===== src/design/deq_pkg.sv =====
// shared types and codes for the double-ended queue
`default_nettype none

package deq_pkg;

  localparam int WORD_W  = 64;
  localparam int LEVEL_W = 5;

  // request codes
  localparam logic [1:0] REQ_PUSH_FRONT = 2'd0;
  localparam logic [1:0] REQ_PUSH_BACK  = 2'd1;
  localparam logic [1:0] REQ_POP_FRONT  = 2'd2;
  localparam logic [1:0] REQ_POP_BACK   = 2'd3;

  // status codes
  localparam logic [1:0] ST_OK    = 2'd0;
  localparam logic [1:0] ST_EMPTY = 2'd1;
  localparam logic [1:0] ST_FULL  = 2'd2;

  typedef struct packed {
    logic [1:0]               req_type;
    logic signed [WORD_W-1:0] push_value;
  } in_word_t;

  typedef struct packed {
    logic signed [WORD_W-1:0] pop_value;
    logic [1:0]               status;
    logic [LEVEL_W-1:0]       fill_level;
  } out_word_t;

  // move broadcast to every cell, at most one bit set
  typedef struct packed {
    logic push_front;
    logic push_back;
    logic pop_front;
    logic pop_back;
  } cell_ctl_t;

endpackage

`default_nettype wire


===== src/design/deq_cell.sv =====
// one storage cell of the deque chain
`default_nettype none

module deq_cell (
  input  logic                              clk,
  input  logic                              rst,
  input  deq_pkg::cell_ctl_t                ctl,
  input  logic                              prev_valid,
  input  logic signed [deq_pkg::WORD_W-1:0] prev_data,
  input  logic                              next_valid,
  input  logic signed [deq_pkg::WORD_W-1:0] next_data,
  input  logic signed [deq_pkg::WORD_W-1:0] push_value,
  output logic                              valid,
  output logic signed [deq_pkg::WORD_W-1:0] data,
  output logic                              tail
);
  import deq_pkg::*;

  logic load;

  // first free cell takes a back push
  assign load = !valid && prev_valid;
  // last occupied cell
  assign tail = valid && !next_valid;

  always_ff @(posedge clk) begin
    if (rst) begin
      valid <= 1'b0;
    end else if (ctl.push_front) begin
      valid <= prev_valid;
    end else if (ctl.push_back) begin
      valid <= valid || prev_valid;
    end else if (ctl.pop_front) begin
      valid <= next_valid;
    end else if (ctl.pop_back) begin
      valid <= valid && next_valid;
    end
  end

  always_ff @(posedge clk) begin
    if (ctl.push_front) begin
      data <= prev_data;
    end else if (ctl.push_back && load) begin
      data <= push_value;
    end else if (ctl.pop_front) begin
      data <= next_data;
    end
  end

endmodule

`default_nettype wire


===== src/design/double_ended_queue_unit.sv =====
// double-ended queue of signed 64-bit words held in a chain of cells
//
// usage
//   raise start with a request word on req (req_type and push_value); the word
//   is taken at a clock edge where start is high and busy is low. busy stays
//   low, so a request may be issued in every cycle.
//   each request gives one result word on result, shown for exactly one cycle
//   with done high, in the cycle after the request is taken. the receiver cannot
//   hold results off; it must take each word in the cycle it is shown.
//   throughput is one request per cycle: every request is one move of the
//   cell chain (shift toward the back, shift toward the front, or a write
//   into the first free cell).
//   front is always cell 0, stored words sit in cells 0 .. count-1 and each
//   cell keeps a valid bit; a back pop reads the one cell marked as tail.
//   a pop from an empty deque reports the empty status, a push into a full
//   deque is dropped and reports the full status; the state is unchanged.
//   reset (synchronous, active high) clears every valid bit and the count
//   and drops any result in flight; stored data is not cleared.
`default_nettype none

module double_ended_queue_unit #(
  parameter int DEPTH = 16
) (
  input  logic               clk,
  input  logic               rst,
  input  logic               start,
  output logic               busy,
  input  deq_pkg::in_word_t  req,
  output logic               done,
  output deq_pkg::out_word_t result
);
  import deq_pkg::*;

  localparam int CNT_W = $clog2(DEPTH + 1);

  // per-cell chain signals
  logic [DEPTH-1:0]         cell_valid;
  logic signed [WORD_W-1:0] cell_data  [DEPTH];
  logic [DEPTH-1:0]         cell_tail;

  logic [CNT_W-1:0] fill_count;
  logic [CNT_W-1:0] fill_count_next;

  logic      accept;
  logic      is_push;
  logic      full;
  logic      empty;
  cell_ctl_t ctl;

  logic signed [WORD_W-1:0] back_value;
  logic signed [WORD_W-1:0] pop_value_next;
  logic [1:0]               status_next;

  // one move of the chain per cycle, never stalls
  assign busy   = 1'b0;
  assign accept = start && !busy;

  assign is_push = (req.req_type == REQ_PUSH_FRONT) || (req.req_type == REQ_PUSH_BACK);
  assign full    = cell_valid[DEPTH-1];
  assign empty   = !cell_valid[0];

  // decode the request into a chain move, refused moves leave the cells alone
  always_comb begin
    ctl = '0;
    if (accept) begin
      case (req.req_type)
        REQ_PUSH_FRONT: ctl.push_front = !full;
        REQ_PUSH_BACK:  ctl.push_back  = !full;
        REQ_POP_FRONT:  ctl.pop_front  = !empty;
        REQ_POP_BACK:   ctl.pop_back   = !empty;
        default:        ctl = '0;
      endcase
    end
  end

  // the chain; cell 0 sees the new word as its left neighbor so a front push
  // shifts it in, and the last cell sees an empty right neighbor
  for (genvar i = 0; i < DEPTH; i++) begin : g_cell
    logic                     prev_valid;
    logic signed [WORD_W-1:0] prev_data;
    logic                     next_valid;
    logic signed [WORD_W-1:0] next_data;

    if (i == 0) begin : g_head
      assign prev_valid = 1'b1;
      assign prev_data  = req.push_value;
    end else begin : g_body
      assign prev_valid = cell_valid[i-1];
      assign prev_data  = cell_data[i-1];
    end

    if (i == DEPTH - 1) begin : g_last
      assign next_valid = 1'b0;
      assign next_data  = '0;
    end else begin : g_inner
      assign next_valid = cell_valid[i+1];
      assign next_data  = cell_data[i+1];
    end

    deq_cell u_cell (
      .clk       (clk),
      .rst       (rst),
      .ctl       (ctl),
      .prev_valid(prev_valid),
      .prev_data (prev_data),
      .next_valid(next_valid),
      .next_data (next_data),
      .push_value(req.push_value),
      .valid     (cell_valid[i]),
      .data      (cell_data[i]),
      .tail      (cell_tail[i])
    );
  end

  // the tail mark is one-hot when not empty, so an and-or picks the back word
  always_comb begin
    back_value = '0;
    for (int i = 0; i < DEPTH; i++) begin
      back_value = back_value | (cell_data[i] & {WORD_W{cell_tail[i]}});
    end
  end

  // result of the request taken this cycle
  always_comb begin
    fill_count_next = fill_count;
    pop_value_next  = '0;
    status_next     = ST_OK;
    if (is_push) begin
      if (full) begin
        status_next = ST_FULL;
      end else begin
        fill_count_next = fill_count + CNT_W'(1);
      end
    end else begin
      if (empty) begin
        status_next = ST_EMPTY;
      end else begin
        fill_count_next = fill_count - CNT_W'(1);
        pop_value_next  = (req.req_type == REQ_POP_FRONT) ? cell_data[0] : back_value;
      end
    end
  end

  always_ff @(posedge clk) begin
    if (rst) begin
      fill_count <= '0;
      done       <= 1'b0;
    end else begin
      done <= accept;
      if (accept) begin
        fill_count <= fill_count_next;
      end
    end
  end

  // result word register, no reset needed
  always_ff @(posedge clk) begin
    if (accept) begin
      result.pop_value  <= pop_value_next;
      result.status     <= status_next;
      result.fill_level <= LEVEL_W'(fill_count_next);
    end
  end

  // the number of set valid bits matches the count
  a_count_matches: assert property (@(posedge clk) disable iff (rst)
    CNT_W'($countones(cell_valid)) == fill_count)
    else $error("cell valid bits disagree with fill count");

  // at most one cell is the tail
  a_tail_onehot: assert property (@(posedge clk) disable iff (rst)
    $onehot0(cell_tail))
    else $error("more than one tail cell");

  // every taken request gives a result in the next cycle
  a_one_result: assert property (@(posedge clk) disable iff (rst)
    accept |=> done)
    else $error("request without result");

  // a refused request leaves the count untouched
  a_refused_hold: assert property (@(posedge clk) disable iff (rst)
    done && (result.status != ST_OK) |-> $stable(fill_count))
    else $error("count moved on a refused request");

endmodule

`default_nettype wire

===== config.mk =====
export PLATFORM = sky130hd
export DESIGN_NAME = double_ended_queue_unit
export DESIGN_NICKNAME = d
export VERILOG_FILES = /design/src/design/deq_pkg.sv /design/src/design/deq_cell.sv /design/src/design/double_ended_queue_unit.sv
export SDC_FILE = /design/constraint.sdc
export NUM_CORES = 2
export LEC_CHECK = 0
export BUFFER_PORTS_ARGS = -buffer_cell sky130_fd_sc_hd__buf_2
export CORE_MARGIN = 2
export CORE_UTILIZATION = 35
export DETAILED_ROUTE_END_ITERATION = 10
export GPL_ROUTABILITY_DRIVEN = 0
export GPL_TIMING_DRIVEN = 1
export SYNTH_ARGS = -nofsm -noshare
export SYNTH_HDL_FRONTEND = slang
export SYNTH_SLANG_ARGS = --single-unit
export TNS_END_PERCENT = 30

===== constraint.sdc =====
create_clock -name clk -period 3.3 [get_ports clk]
set_input_delay 0.33 -clock clk [delete_from_list [all_inputs] [get_ports clk]]
set_output_delay 0.33 -clock clk [all_outputs]
set_load 0.1 [all_outputs]

==> impl_metrics.tcl <==
set metrics [dict create \
    status "finished clean" \
    rsz0062_at_grt "no" \
    async_flop_share_pct 0 \
    ir_drop_mv 0.601 \
    dieWidth_um 421 \
    cts_tree "done" \
    antenna_found_initial 29 \
    synth_xor_area_share_pct 0.0864 \
    path_clk_slew_ns 0.06 \
    synth-compound-area-share_pct 16.7 \
    synthMuxAreaShare_pct 15.9 \
    clock_skew_ns 0.0310 \
    num_io_pins 142 \
    initialDrtViolationCount 7007 \
    cts-root-buf "clkbuf_16" \
    fin_crit_sh_pct 83.6 \
    layout_common_cells "edfxtp_1, nand2_1, mux2i_1" \
    finalNonFillerCells 7763 \
    worstSetupPathType "flip-flop to flip-flop" \
    wl_per_cell_um 29.8 \
    grt_pass1_wl_um 329000 \
    die_h_um 421 \
    synth-main-ff-cell "edfxtp_1" \
    finalHoldViolations 0 \
    final_nets 5413 \
    drc_errors 0 \
    dpl.hpwl_um 131000 \
    synth_top_area_share_pct 54.1 \
    grt_use_total_pct 25.4 \
    cts.path.max_buffers 3 \
    grt_pass1_vias 45500 \
    yosys_register_bits 1117 \
    clock-sinks 1117 \
    layout_min_cycle_time_ns 2.76 \
    ys_warn_count 0 \
    mostFrequentLayoutCell "edfxtp_1" \
    ys_top_cells_by_area "edfxtp_1, mux2i_1, nand2_1" \
    dp.cells 7519 \
    grt_max_degree 145 \
    synth_edf_count 1095 \
    relSlewSlack_pct 29.9 \
    hold_buffers 1 \
    finalSetupTns_ns 0 \
    clkLatencyLatePin_ns 0.79 \
    cp_data_required_time_ns 3.77 \
    rows 152 \
    synth-simple-area-share_pct 8.14 \
    tritoncts.num_buffers 130 \
    seq_area_frac_synth_pct 54.8 \
    finalMaxSlewViolations 0 \
    syn2layout_area_growth_pct 13.4 \
    syn_area_um2 60800 \
    io_buffers 140 \
    ant_nets 0 \
    fp.coreArea_um2 172000 \
    setup_violations 0 \
    synth.avg_cell_area_um2 11.2 \
    synthAdderAreaFrac_pct 0.0412 \
    max_cap_viol_count 0 \
    post_cts_buffers 0 \
    cp-start-kind "flip-flop" \
    synth_top_family_by_area "compound AO/OA/AOI/OAI gates" \
    hp-class "primary input to flip-flop" \
    yosysTopAreaCell "edfxtp_1" \
    routed_wl_um 231000 \
    ys_types 53 \
    initial_utilization_pct 35.3 \
    grt_overflow 0 \
    worstSetupEndpointType "flip-flop" \
    worst_ep_arrival_time_ns 3.23 \
    p_per_area_nw_per_um2 497 \
    vias 48000 \
    layout-drive-gt1-share_pct 12.2 \
    leakagePower_nw 28.0 \
    htree_levels 4 \
    viasPerCell 6.18 \
    nFillCells 16300 \
    dr.pass1.iters 8 \
    worst_pin_slew_ns 1.05 \
    dieArea_um2 177000 \
    syn_nets 5478 \
    max_freq_mhz 362 \
    worstPathMaxFanout 21 \
    syn_inst 5407 \
    cts.repair.resized 0 \
]
[sequential cells by signal, indices dropped and copies added, names as in the netlist]
signal / cells
done: 1
result: 71
fill_count: 5
g_cell.u_cell.valid: 16
g_cell.u_cell.data: 1024
[path summary, 6_finish.rpt]
path / start / to / slack [ns] / cells after the start
worst min-delay path: req[20] / g_cell[15].u_cell.data[20] / 0.06 / 2
worst min register to register: g_cell[13].u_cell.data[43] / g_cell[14].u_cell.data[43] / 0.56 / 2
worst max register to register: g_cell[15].u_cell.valid / g_cell[12].u_cell.data[10] / 0.54 / 6
worst max-delay path: g_cell[15].u_cell.valid / g_cell[12].u_cell.data[10] / 0.54 / 6
[per-layer routing]
layer | up-vias | global-route usage, % | routed length, um
met5 | - | 0 | 109
met4 | 18 | 12.1 | 12200
met3 | 701 | 4.65 | 24600
met2 | 3128 | 39.9 | 104000
met1 | 23600 | 34.0 | 89700
li1 | 20500 | - | -
[report_power, final]
group | leakage (nW) | switching [mW] | total [mW] | internal, mW
sequential | 10.4 | 0.472 | 16.8 | 16.3
combinational | 15.6 | 2.36 | 3.35 | 0.991
clock | 1.95 | 6.22 | 14.1 | 7.93
[kinds of logic (layout without fill, tap and decap cells)]
logic type / count (synthesis) / in the layout
adders and majority gates: 2 / 2
buffers and inverters: 551 / 586
and+or+nand+nor: 1148 / 1148
xor gates and xnor gates: 6 / 6
other: 1 / 12
muxes: 960 / 960
AOI/OAI and AO/OA: 1622 / 1622
DFF: 1117 / 1117
[cells in the mapped netlist (all sizes together), types with 44 or more instances]
master	number
mux2i	896
edfxtp	1095
and3b	44
buf	236
a22oi	353
a221oi	83
nand2	945
clkbuf	311
nand4	68
mux2	64
a22o	98
o21ai	932
[worst max-delay path, cell delays in order, from the launching register on]
cell,delay (ns)
dfxtp_4,0.43
nor2b_1,0.17
or3b_2,0.50
or2_1,0.22
buf_4,0.27
nand2_4,0.48
buf_12,0.31
[stage by stage]
| stage | power (mW) | hold slack (ns) | setup slack [ns] | instance area, um2 | util [%] |
|---|---|---|---|---|---|
| final | 34.3 | 0.0637 | 0.540 | 69000 | 40.1 |
| after floorplan | 19.0 | 0.424 | -0.224 | 60800 | - |
| after detailed placement | 20.4 | 0.554 | 0.474 | 64900 | 37.7 |
| after global routing | 35.2 | 0.0687 | 0.506 | 69000 | 40.1 |
| after global placement | 20.3 | 0.539 | 0.437 | 64900 | 37.7 |
| after CTS | 34.4 | 0.0128 | 0.577 | 69000 | 40.1 |
[layout make-up]
class                           count  area (um2)  share of cell area [%]
Sequential cell                  1117       33300                    48.3
Multi-Input combinational cell   3739       25200                    36.6
Timing Repair Buffer              350        3490                    5.06
Clock buffer                      167        3470                    5.04
Tap cell                         2310        2890                    4.19
Clock inverter                     65         536                   0.776
Antenna cell                       11        27.5                  0.0399
Inverter                            4        15.0                  0.0218
Power figures use the tool's default switching activity.
